--- src/hdl/mlp_pkg.sv ---
// Types and constants for the meter line parser.
// No dependencies; every other file but assert_macros.svh refers to it by scoped names.
package mlp_pkg;

  localparam int CHAR_W      = 7;
  localparam int LEN_W       = 4;
  localparam int SUM_W       = 8;
  localparam int FIRST_SLOTS = 8;
  localparam int LAST_SLOTS  = 4;
  localparam int VALUE_SLOTS = FIRST_SLOTS + LAST_SLOTS;
  localparam int NUM_NAMES   = 7;
  localparam int NAME_MAX    = 6;

  typedef logic [CHAR_W-1:0] char_t;

  localparam char_t CHAR_LF = 7'h0A;
  localparam char_t CHAR_CR = 7'h0D;
  localparam char_t CHAR_SP = 7'h20;

  localparam logic [SUM_W-1:0] CHECK_BIAS = 8'h20;
  localparam logic [5:0]       CHECK_MASK = 6'h3F;

  typedef enum logic [2:0] {
    FIELD_IDLE  = 3'd0,
    FIELD_LABEL = 3'd1,
    FIELD_VALUE = 3'd2,
    FIELD_CHECK = 3'd3,
    FIELD_EXTRA = 3'd4
  } field_pos_t;

  typedef enum logic [2:0] {
    CLASS_PTEC    = 3'd0,
    CLASS_IINST   = 3'd1,
    CLASS_PAPP    = 3'd2,
    CLASS_ISOUSC  = 3'd3,
    CLASS_HCHC    = 3'd4,
    CLASS_HCHP    = 3'd5,
    CLASS_BASE    = 3'd6,
    CLASS_UNKNOWN = 3'd7
  } label_class_t;

  typedef struct packed {
    logic store_label;
    logic store_value;
    logic add_check;
    logic emit;
  } step_ctrl_t;

  // Label names in priority order, padded with zero characters.
  localparam char_t NAME_TAB [NUM_NAMES][NAME_MAX] = '{
    '{7'h50, 7'h54, 7'h45, 7'h43, 7'h00, 7'h00},
    '{7'h49, 7'h49, 7'h4E, 7'h53, 7'h54, 7'h00},
    '{7'h50, 7'h41, 7'h50, 7'h50, 7'h00, 7'h00},
    '{7'h49, 7'h53, 7'h4F, 7'h55, 7'h53, 7'h43},
    '{7'h48, 7'h43, 7'h48, 7'h43, 7'h00, 7'h00},
    '{7'h48, 7'h43, 7'h48, 7'h50, 7'h00, 7'h00},
    '{7'h42, 7'h41, 7'h53, 7'h45, 7'h00, 7'h00}
  };

  localparam logic [2:0] NAME_LEN [NUM_NAMES] = '{
    3'd4, 3'd5, 3'd4, 3'd6, 3'd4, 3'd4, 3'd4
  };

endpackage

--- src/hdl/meter_line_parser_unit.sv ---
// Top level of the meter line parser: field tracking, label and value buffers,
// label classification and the result register. Depends on mlp_pkg.
//
// Usage: one 7-bit character enters per request on the char channel
// (char_valid, char_stall, rx_char). A line feed opens a line, spaces move
// from label to value to checksum, and a carriage return inside a line
// produces one result on the result channel (result_valid, result_stall and
// the result fields). Every other character produces no result.
// A result is presented in the cycle after its carriage return is accepted.
// Throughput: one character per cycle unless a stalled result holds the char
// channel; the label comparators, the value packing and the checksum compare
// all sit between the line registers and the single result register.
// A stalled result holds in the result register, and the char channel is
// stalled for as long as a result waits with result_stall high, so no
// character is accepted until that result has been taken.
// Reset is synchronous: the block returns to outside any line with empty
// buffers and no pending result. It is ready in the first cycle after reset.
module meter_line_parser_unit #(
  parameter int LABEL_MAX = 8,
  parameter int VALUE_MAX = 12
) (
  input  logic                                        clk,
  input  logic                                        rst,
  input  logic                                        char_valid,
  output logic                                        char_stall,
  input  logic [mlp_pkg::CHAR_W-1:0]                  rx_char,
  output logic                                        result_valid,
  input  logic                                        result_stall,
  output logic [2:0]                                  label_class,
  output logic [mlp_pkg::CHAR_W*mlp_pkg::FIRST_SLOTS-1:0] value_first_chars,
  output logic [mlp_pkg::CHAR_W*mlp_pkg::LAST_SLOTS-1:0]  value_last_chars,
  output logic [mlp_pkg::LEN_W-1:0]                   value_length,
  output logic                                        checksum_ok,
  output logic                                        overflow
);

  localparam int LCW = $clog2(LABEL_MAX + 1);
  localparam int LIW = $clog2(LABEL_MAX);
  localparam int VCW = $clog2(VALUE_MAX + 1);
  localparam int VIW = $clog2(VALUE_MAX);

  mlp_pkg::field_pos_t      field;
  mlp_pkg::field_pos_t      field_next;
  mlp_pkg::char_t           label_store [LABEL_MAX];
  logic [LCW-1:0]           label_count;
  mlp_pkg::char_t           value_store [VALUE_MAX];
  logic [VCW-1:0]           value_count;
  logic [mlp_pkg::SUM_W-1:0] running_sum;
  logic [mlp_pkg::SUM_W-1:0] received_check;
  logic                     dropped;

  logic                     accept;
  logic                     is_lf;
  mlp_pkg::step_ctrl_t      ctrl;
  logic                     label_full;
  logic                     value_full;
  logic [mlp_pkg::SUM_W-1:0] sum_with_space;
  logic [mlp_pkg::SUM_W-1:0] check_calc;
  logic [mlp_pkg::NUM_NAMES-1:0] name_hit;
  mlp_pkg::label_class_t    class_calc;
  logic [mlp_pkg::CHAR_W*mlp_pkg::VALUE_SLOTS-1:0] value_packed;

  assign char_stall = result_valid && result_stall;
  assign accept     = char_valid && !char_stall;
  assign is_lf      = (rx_char == mlp_pkg::CHAR_LF);
  assign label_full = (label_count == LCW'(LABEL_MAX));
  assign value_full = (value_count == VCW'(VALUE_MAX));

  always_comb begin
    field_next = field;
    if (is_lf) begin
      field_next = mlp_pkg::FIELD_LABEL;
    end else if (field != mlp_pkg::FIELD_IDLE) begin
      if (rx_char == mlp_pkg::CHAR_SP) begin
        case (field)
          mlp_pkg::FIELD_LABEL: field_next = mlp_pkg::FIELD_VALUE;
          mlp_pkg::FIELD_VALUE: field_next = mlp_pkg::FIELD_CHECK;
          mlp_pkg::FIELD_CHECK: field_next = mlp_pkg::FIELD_EXTRA;
          default:              field_next = field;
        endcase
      end else if (rx_char == mlp_pkg::CHAR_CR) begin
        field_next = mlp_pkg::FIELD_IDLE;
      end
    end
  end

  always_comb begin
    ctrl = '0;
    if (!is_lf && rx_char != mlp_pkg::CHAR_SP) begin
      if (rx_char == mlp_pkg::CHAR_CR) begin
        ctrl.emit = (field != mlp_pkg::FIELD_IDLE);
      end else begin
        case (field)
          mlp_pkg::FIELD_LABEL: ctrl.store_label = 1'b1;
          mlp_pkg::FIELD_VALUE: ctrl.store_value = 1'b1;
          mlp_pkg::FIELD_CHECK: ctrl.add_check   = 1'b1;
          default:              ctrl = '0;
        endcase
      end
    end
  end

  always_ff @(posedge clk) begin
    if (rst) begin
      field          <= mlp_pkg::FIELD_IDLE;
      label_count    <= '0;
      value_count    <= '0;
      running_sum    <= '0;
      received_check <= '0;
      dropped        <= 1'b0;
    end else if (accept) begin
      field <= field_next;
      if (is_lf) begin
        label_count    <= '0;
        value_count    <= '0;
        running_sum    <= '0;
        received_check <= '0;
        dropped        <= 1'b0;
      end else begin
        if (ctrl.store_label || ctrl.store_value) begin
          running_sum <= running_sum + {1'b0, rx_char};
        end
        if (ctrl.store_label) begin
          if (label_full) begin
            dropped <= 1'b1;
          end else begin
            label_count <= label_count + 1'b1;
          end
        end
        if (ctrl.store_value) begin
          if (value_full) begin
            dropped <= 1'b1;
          end else begin
            value_count <= value_count + 1'b1;
          end
        end
        if (ctrl.add_check) begin
          received_check <= received_check + {1'b0, rx_char};
        end
      end
    end
  end

  always_ff @(posedge clk) begin
    if (accept && ctrl.store_label && !label_full) begin
      label_store[label_count[LIW-1:0]] <= rx_char;
    end
    if (accept && ctrl.store_value && !value_full) begin
      value_store[value_count[VIW-1:0]] <= rx_char;
    end
  end

  always_comb begin
    logic [LABEL_MAX-1:0] start_hit;
    logic                 match;
    for (int k = 0; k < mlp_pkg::NUM_NAMES; k++) begin
      for (int s = 0; s < LABEL_MAX; s++) begin
        match = (int'(label_count) >= s + int'(mlp_pkg::NAME_LEN[k]));
        for (int i = 0; i < mlp_pkg::NAME_MAX; i++) begin
          if (i < int'(mlp_pkg::NAME_LEN[k]) && s + i < LABEL_MAX) begin
            if (label_store[s + i] != mlp_pkg::NAME_TAB[k][i]) begin
              match = 1'b0;
            end
          end
        end
        start_hit[s] = match;
      end
      name_hit[k] = |start_hit;
    end
  end

  always_comb begin
    class_calc = mlp_pkg::CLASS_UNKNOWN;
    for (int k = mlp_pkg::NUM_NAMES - 1; k >= 0; k--) begin
      if (name_hit[k]) begin
        class_calc = mlp_pkg::label_class_t'(3'(k));
      end
    end
  end

  for (genvar i = 0; i < mlp_pkg::VALUE_SLOTS; i++) begin : g_pack
    if (i < VALUE_MAX) begin : g_used
      assign value_packed[mlp_pkg::CHAR_W*i +: mlp_pkg::CHAR_W] =
        (value_count > VCW'(i)) ? value_store[i] : '0;
    end else begin : g_unused
      assign value_packed[mlp_pkg::CHAR_W*i +: mlp_pkg::CHAR_W] = '0;
    end
  end

  assign sum_with_space = running_sum + mlp_pkg::CHECK_BIAS;
  assign check_calc     = {2'b00, sum_with_space[5:0] & mlp_pkg::CHECK_MASK}
                          + mlp_pkg::CHECK_BIAS;

  always_ff @(posedge clk) begin
    if (rst) begin
      result_valid <= 1'b0;
    end else if (accept && ctrl.emit) begin
      result_valid <= 1'b1;
    end else if (!result_stall) begin
      result_valid <= 1'b0;
    end
  end

  always_ff @(posedge clk) begin
    if (accept && ctrl.emit) begin
      label_class       <= class_calc;
      value_first_chars <= value_packed[mlp_pkg::CHAR_W*mlp_pkg::FIRST_SLOTS-1:0];
      value_last_chars  <= value_packed[mlp_pkg::CHAR_W*mlp_pkg::VALUE_SLOTS-1:
                                        mlp_pkg::CHAR_W*mlp_pkg::FIRST_SLOTS];
      value_length      <= mlp_pkg::LEN_W'(value_count);
      checksum_ok       <= (check_calc == received_check);
      overflow          <= dropped;
    end
  end

endmodule

--- config.mk ---
export PLATFORM = sky130hd
export DESIGN_NAME = meter_line_parser_unit
export DESIGN_NICKNAME = d
export VERILOG_FILES = /design/src/hdl/mlp_pkg.sv /design/src/hdl/meter_line_parser_unit.sv
export SDC_FILE = /design/constraint.sdc
export NUM_CORES = 1
export LEC_CHECK = 0
export BUFFER_PORTS_ARGS = -buffer_cell sky130_fd_sc_hd__buf_2
export CAP_MARGIN = 20
export CORE_MARGIN = 10
export CORE_UTILIZATION = 45
export DETAILED_ROUTE_END_ITERATION = 10
export PLACE_DENSITY = 0.66
export RECOVER_POWER = 50
export SYNTH_ARGS = -nofsm -noshare
export SYNTH_HDL_FRONTEND = slang
export SYNTH_SLANG_ARGS = --single-unit
--- constraint.sdc ---
create_clock -name clk -period 12.87 [get_ports clk]
set_input_delay 1.9305 -clock clk [delete_from_list [all_inputs] [get_ports clk]]
set_output_delay 1.9305 -clock clk [all_outputs]
set_load 0.01 [all_outputs]
Yosys cells after proc, flatten, opt, wreduce, memory -nomap -nowiden
Memories as Yosys holds them, arrays and structs flattened. A register that Yosys moved wholly into a read port is not among the register bits.
Cells that the tools add are included.

operators by class
  add/subtract/negate cells = 6
  $lt $le $gt $ge = 22
  equality and inequality tests = 97
  muxes and demuxes = 202
  reduce and logical (&&, ||, !) cells = 46

operators with widths
  cell                                                                             count
  7-bit inequality test, second input constant                                     83
  1-bit two-way mux                                                                181
  8-bit OR reduction                                                               7
  8-bit two-way mux                                                                4
  31-bit OR reduction                                                              1
  4-bit two-way mux                                                                7
  4-bit >= comparator, second input constant                                       6
  3-bit two-way mux                                                                7
  8-bit by 7-bit adder with 8-bit output                                           2
  4-bit by 3-bit >= comparator with 1-bit output, second input constant            4
  4-bit by 3-bit greater-than comparator with 1-bit output, second input constant  4
  4-bit greater-than comparator, second input constant                             4
  1-bit zero test                                                                  16
  16-bit OR reduction                                                              1
  7-bit by 4-bit == test with 1-bit output, second input constant                  2
  2-bit nonzero test                                                               5
  3-bit case mux with 3 select lines                                               1
  4-bit by 1-bit adder with 4-bit output, second input constant                    2
  4-bit == test, second input constant                                             2
  7-bit by 8-bit == test with 1-bit output                                         1
  4-bit by 1-bit greater-than comparator with 1-bit output, second input constant  2
  4-bit by 2-bit greater-than comparator with 1-bit output, second input constant  2
  1-bit logical AND                                                                8
  6-bit by 6-bit adder with 7-bit output, second input constant                    1
  other kinds (14)                                                                 20

word-level totals
  bits in registers = 38
  RAM bits = 140
  bits of input ports = 11
  output and inout bits = 95
  word-level logic and storage cells = 388
  memories = 2

memories
  name         words  bits a word  read ports  clocked after Yosys merged registers in  write ports  RTL line                      text
  value_store  12     7            12          12                                       1            meter_line_parser_unit.sv:46  mlp_pkg::char_t value_store [VALUE_MAX];
  label_store  8      7            8           0                                        1            meter_line_parser_unit.sv:44  mlp_pkg::char_t label_store [LABEL_MAX];

Depth between registers and ports, before layout
An unclocked memory read counts as a cell.

  depth in word-level cells = 13
  mapped depth = 10
  depth with buffers taken out = 10

Worst setup path after synthesis
No wires, ideal clock.

  path kind = input port to flip-flop
  from = in rx_char[1] (netlist name)
  to = reg checksum_ok, enable pin
  library setup time = 0.777 ns
  data arrival time = 11.312 ns
  data required time = 12.093 ns
  path slack = 0.781 ns
  stages on the path = 2
  path buffers = 0
  cell sequence = or3_1 nor4_1

between the ends
  longest elaborated chain between the ends = 5
  elaborated cells between the ends (all ways) = 8
  those cells by class = 3 x eq/ne; 2 x mux; 3 x reduce/logical

ends and longest elaborated chain
  what                                      RTL line                       text
  start, declared                           meter_line_parser_unit.sv:26   input logic [mlp_pkg::CHAR_W-1:0] rx_char,
  7-bit by 4-bit == test with 1-bit output  meter_line_parser_unit.sv:65   assign is_lf = (rx_char == mlp_pkg::CHAR_LF);
  1-bit zero test                           meter_line_parser_unit.sv:89   if (!is_lf && rx_char != mlp_pkg::CHAR_SP) begin
  1-bit logical AND                         meter_line_parser_unit.sv:89
  4-bit two-way mux (*)                     meter_line_parser_unit.sv:89
  1-bit logical AND (*)                     meter_line_parser_unit.sv:205  if (accept && ctrl.emit) begin
  end signal, assigned                      meter_line_parser_unit.sv:211  checksum_ok <= (check_calc == received_check);
  end, declared                             meter_line_parser_unit.sv:33   output logic checksum_ok,

Every way passes the cells marked *; elsewhere a longest branch is shown, timed or not.
A chain may end at the register's enable or synchronous reset.

Worst setup path in the final report
  from = in rx_char[4] (netlist name)
  to = mem value_store[3][1] (netlist name), enable pin

between the ends
  longest elaborated chain between the ends = 8
  elaborated cells between the ends (all ways) = 11
  those cells by class = 3 x eq/ne; 4 x mux; 4 x reduce/logical

ends and longest elaborated chain
  what                                         RTL line                       text
  7-bit by 4-bit == test with 1-bit output     meter_line_parser_unit.sv:65
  1-bit zero test                              meter_line_parser_unit.sv:89
  1-bit logical AND                            meter_line_parser_unit.sv:89
  4-bit two-way mux (*)                        meter_line_parser_unit.sv:89
  1-bit logical AND (*) (2 in a row)           meter_line_parser_unit.sv:148  if (accept && ctrl.store_value && !value_full) begin
  1-bit two-way mux (*)                        meter_line_parser_unit.sv:148
  1-bit two-way mux (implied by the code) (*)  meter_line_parser_unit.sv:149  value_store[value_count[VIW-1:0]] <= rx_char;
  end, declared                                meter_line_parser_unit.sv:46

Marks and branches as above.

==> metrics.log <==
INFO  metric run_status = complete, but fails checks
INFO  metric violations = capacitance limit, slew limit
INFO  metric antenna_found_initial = 0
INFO  metric crit_path_cell_trace = buf_2, clkbuf_1, nor2_1, nand3_1, and4bb_1, a21boi_1, and3_1
INFO  metric gr-usage-all-layers = 16.88%
INFO  metric route.detailed.drc = 0
INFO  metric grt_setup_unrepaired = no
INFO  metric required = 13.06 ns
INFO  metric maxSlewViolCount = 26
INFO  metric max_freq = 201.0 MHz
INFO  metric postRouteAntennaNets = 0
INFO  metric reg2regPathDepth = 9
INFO  metric synth.top_cells.by_area = sky130_fd_sc_hd__edfxtp_1 (60%), sky130_fd_sc_hd__dfxtp_1 (4.6%), sky130_fd_sc_hd__nor2b_1 (3.4%)
INFO  metric start_util = 46.01%
INFO  metric area_fraction_of_the_dominant_cell_type_after_synthesis = 60.04%
INFO  metric tritoncts = done
INFO  metric origin_of_the_worst_min_delay_path = dropped
INFO  metric setup.reg_to_reg.worst_slack = 9.53 ns
INFO  metric final_wirelength = 28730 um
INFO  metric gp_congestion = 0.9278
INFO  metric timing.critical_path.max_delay_family = simple AND/OR/NAND/NOR gates
INFO  metric final.fill_count = 2153
INFO  metric synthesis.nets = 941
INFO  metric via_count_of_the_first_global_routing_pass = 7699
INFO  metric synth-edff-count = 233
INFO  metric hold_viol_final = 0
INFO  metric iteration_0_drc_markers = 667
INFO  metric startpoint_type = primary input
INFO  metric post-layout-total-power = 1.682 mW
INFO  metric die_width = 180.9 um
INFO  metric worst_slew_pin_tran = 1.508 ns
INFO  metric post_synthesis_average_cell_area = 12.85 um^2
INFO  metric insertedDiodeCount = 0
INFO  metric hold-path-endpoint = overflow
INFO  metric insertion_delay = 0.55 ns
INFO  metric finalCoreUtilization = 52.48%
INFO  metric critical-path-slowest-cell = sky130_fd_sc_hd__clkbuf_1
INFO  metric yosysWarningCount = 0
INFO  metric critical_path.n_buffers_inverters = 2
INFO  metric die_y = 180.9 um
INFO  metric final_net_count = 1055
INFO  metric cpPeakStageDelay = 1.01 ns
INFO  metric cts_hold_repair.buffers = 0
INFO  metric power_leakage = 4.164 nW
INFO  metric critical_path_peak_fanout = 24
INFO  metric post-dp-hpwl = 19940 um
INFO  metric buffer_ports.inserted = 105
INFO  metric cts-root-to-sink-buffers = 3
INFO  metric area.growth.synth_to_final = 14.06%
INFO  metric core_area = 25330 um^2
INFO  metric grt.overflow.total = 0
INFO  metric final.period_utilization = 38.66%
INFO  metric grt_pass1_wl = 44820 um
INFO  metric arrival = 5.17 ns
INFO  metric cell_area_after_synthesis = 11650 um^2
INFO  metric die_area = 32730 um^2
INFO  metric ctsHtreeMaxLevel = 1
INFO  metric top_level_ports = 106
INFO  metric vias = 7863
INFO  metric r2r-end = label_class[0]
INFO  metric cts-resized-gates = 0
INFO  metric dr.pass1.iters = 5
INFO  metric timing.max_slew.rel_slack = -0.5573%
INFO  metric power.ir.vdd_worst = 0.1084 mV
INFO  metric post-cts-setup-buffer-count = 0
INFO  metric num_rows = 58
INFO  metric critical_r2r_launch = label_count[1]
INFO  metric final_layout_size_suffix_gt1_share = 10.08%
INFO  metric fin_worst_skew = 0.02443 ns
INFO  metric clock_sink_count = 260
INFO  metric min_path_type = register to register
INFO  metric vias_per_cell = 5.731
INFO  metric worstHoldPathCells = 0
INFO  metric crit_path_end_kind = register
INFO  metric path_clk_slew = 0.06 ns
INFO  metric numCtsBuffers = 27
INFO  metric min_tclk_post_route = 4.975 ns
INFO  metric routedWlPerCell = 20.94 um
INFO  metric grt_start_max_net_pins = 58
INFO  metric yosysUniqueCellTypes = 79
INFO  metric synthCells = 907
INFO  metric max_cap_violations = 1
INFO  metric root_buffer = sky130_fd_sc_hd__clkbuf_16
INFO  metric critPathKind = primary input to register
INFO  metric setup-tns-final = 0 ns
INFO  metric synth-async-reset-ratio = 0%
INFO  metric cellPowerDensity = 126.5 nW/um^2
INFO  metric finalSetupViolations = 0
INFO  metric synth.largest_area_cell = sky130_fd_sc_hd__edfxtp_1
INFO  metric postSynthRegisterBits = 260
INFO  metric synth-seq-area-share = 64.68%
INFO  metric ys_dominant_reg_cell = sky130_fd_sc_hd__edfxtp_1
## cell type report
class / count / area, um^2 / share of cell area [%]
Sequential cell: 260 / 7537 / 56.70
Clock inverter: 17 / 148.9 / 1.120
Tap cell: 330 / 412.9 / 3.106
Inverter: 21 / 78.83 / 0.5930
Clock buffer: 33 / 698.2 / 5.252
Timing Repair Buffer: 112 / 483.0 / 3.633
Multi-Input combinational cell: 599 / 3934 / 29.59
## through the flow
| stage | cells | hold slack (ns) | area, um^2 | setup slack [ns] |
|---|---|---|---|---|
| 3_5_place_dp | 1322 | 0.4182 | 12540 | 8.030 |
| 3_3_place_gp | 1322 | 0.4126 | 12540 | 8.078 |
| 4_1_cts | 1372 | 0.4290 | 13390 | 8.575 |
| 5_1_grt | 1372 | 0.4607 | 13290 | 7.592 |
| 2_1_floorplan | 907 | 0.4064 | 11650 | 0.7812 |
| 6_report | 1372 | 0.4271 | 13290 | 7.895 |
## state kept, by name, summed over array words and instances, names as in the netlist, 3 cells and up
register,cells
field,3
label_class,3
label_count,4
label_store,56
received_check,8
running_sum,6
value_count,4
value_first_chars,56
value_last_chars,28
value_length,4
value_store,84
## how the worst max path moves through the flow
stage / start / endpoint / slack (ns) / depth (start not counted)
6_report: rx_char[4] / value_store[3][1] / 7.89 / 7
5_1_grt: rx_char[1] / running_sum[2] / 7.59 / 7
4_1_cts: rx_char[5] / value_store[3][1] / 8.58 / 6
3_5_place_dp: rx_char[5] / value_store[3][1] / 8.03 / 6
3_3_place_gp: rx_char[5] / value_store[3][1] / 8.08 / 6
2_1_floorplan: rx_char[1] / checksum_ok / 0.78 / 2
## where the power goes
group          leakage (nW)  total (mW)  internal (mW)  switching, mW
logic                  1.50      0.0199        0.00365         0.0162
registers              2.24       0.914          0.913      0.0000735
clock network         0.415       0.749          0.428          0.320
total                  4.16        1.68           1.35          0.337
## synthesized netlist by cell type, types with 14 or more instances
library cell and count:
sky130_fd_sc_hd__a21oi_1 25, sky130_fd_sc_hd__and2_1 35, sky130_fd_sc_hd__and3_1 14, sky130_fd_sc_hd__clkbuf_1 19, sky130_fd_sc_hd__dfxtp_1 27, sky130_fd_sc_hd__edfxtp_1 233, sky130_fd_sc_hd__ha_1 21, sky130_fd_sc_hd__inv_1 21
sky130_fd_sc_hd__nand2_1 52, sky130_fd_sc_hd__nand3_1 34, sky130_fd_sc_hd__nand4_1 24, sky130_fd_sc_hd__nor2_1 66, sky130_fd_sc_hd__nor2b_1 64, sky130_fd_sc_hd__nor3_1 37, sky130_fd_sc_hd__nor4_1 25
## placed cells by master, fill, tap and decap left out, types with 7 or more instances in the layout
cell type | Yosys | routed
sky130_fd_sc_hd__a21oi_1 | 25 | 25
sky130_fd_sc_hd__a31oi_1 | 13 | 13
sky130_fd_sc_hd__and2_0 | 0 | 20
sky130_fd_sc_hd__and2_1 | 35 | 15
sky130_fd_sc_hd__and3_1 | 14 | 14
sky130_fd_sc_hd__and3b_1 | 7 | 7
sky130_fd_sc_hd__and4b_1 | 9 | 9
sky130_fd_sc_hd__buf_2 | 7 | 35
sky130_fd_sc_hd__clkbuf_1 | 19 | 78
sky130_fd_sc_hd__clkbuf_16 | 0 | 27
sky130_fd_sc_hd__dfxtp_1 | 27 | 27
sky130_fd_sc_hd__edfxtp_1 | 233 | 233
sky130_fd_sc_hd__ha_1 | 21 | 21
sky130_fd_sc_hd__inv_1 | 21 | 21
sky130_fd_sc_hd__nand2_1 | 52 | 52
sky130_fd_sc_hd__nand3_1 | 34 | 34
sky130_fd_sc_hd__nand3b_1 | 7 | 7
sky130_fd_sc_hd__nand4_1 | 24 | 24
sky130_fd_sc_hd__nand4b_1 | 10 | 10
sky130_fd_sc_hd__nor2_1 | 66 | 66
sky130_fd_sc_hd__nor2b_1 | 64 | 64
sky130_fd_sc_hd__nor3_1 | 37 | 37
sky130_fd_sc_hd__nor3b_1 | 10 | 10
sky130_fd_sc_hd__nor4_1 | 25 | 24
sky130_fd_sc_hd__nor4bb_1 | 8 | 8
sky130_fd_sc_hd__o21a_1 | 7 | 7
sky130_fd_sc_hd__o21ai_0 | 11 | 11
sky130_fd_sc_hd__xnor2_1 | 7 | 7
sky130_fd_sc_hd__xor2_1 | 8 | 8
## cells by family (layout without fill, tap and decap cells)
kind of cell / after synthesis / in the layout / synth area share [%]
compound gates: 106 / 106 / 6.399
xor+xnor: 15 / 15 / 1.127
fa+ha+maj: 23 / 23 / 2.598
buf+inv: 48 / 183 / 1.621
flops: 260 / 260 / 64.68
mux: 2 / 2 / 0.1718
simple gates: 453 / 453 / 23.41
## metal layers
| layer | share of wire (%) | vias up | GRT usage, % | routed length [um] |
|---|---|---|---|---|
| met5 | 0 | - | 0 | 0 |
| met4 | 1.8 | 0 | 4.396 | 523 |
| met3 | 6.5 | 46 | 2.857 | 1857 |
| met2 | 47 | 273 | 27.67 | 13580 |
| met1 | 44 | 3841 | 22.73 | 12770 |
| li1 | - | 3703 | - | - |
Note: power is estimated with default switching activity, not from simulation.
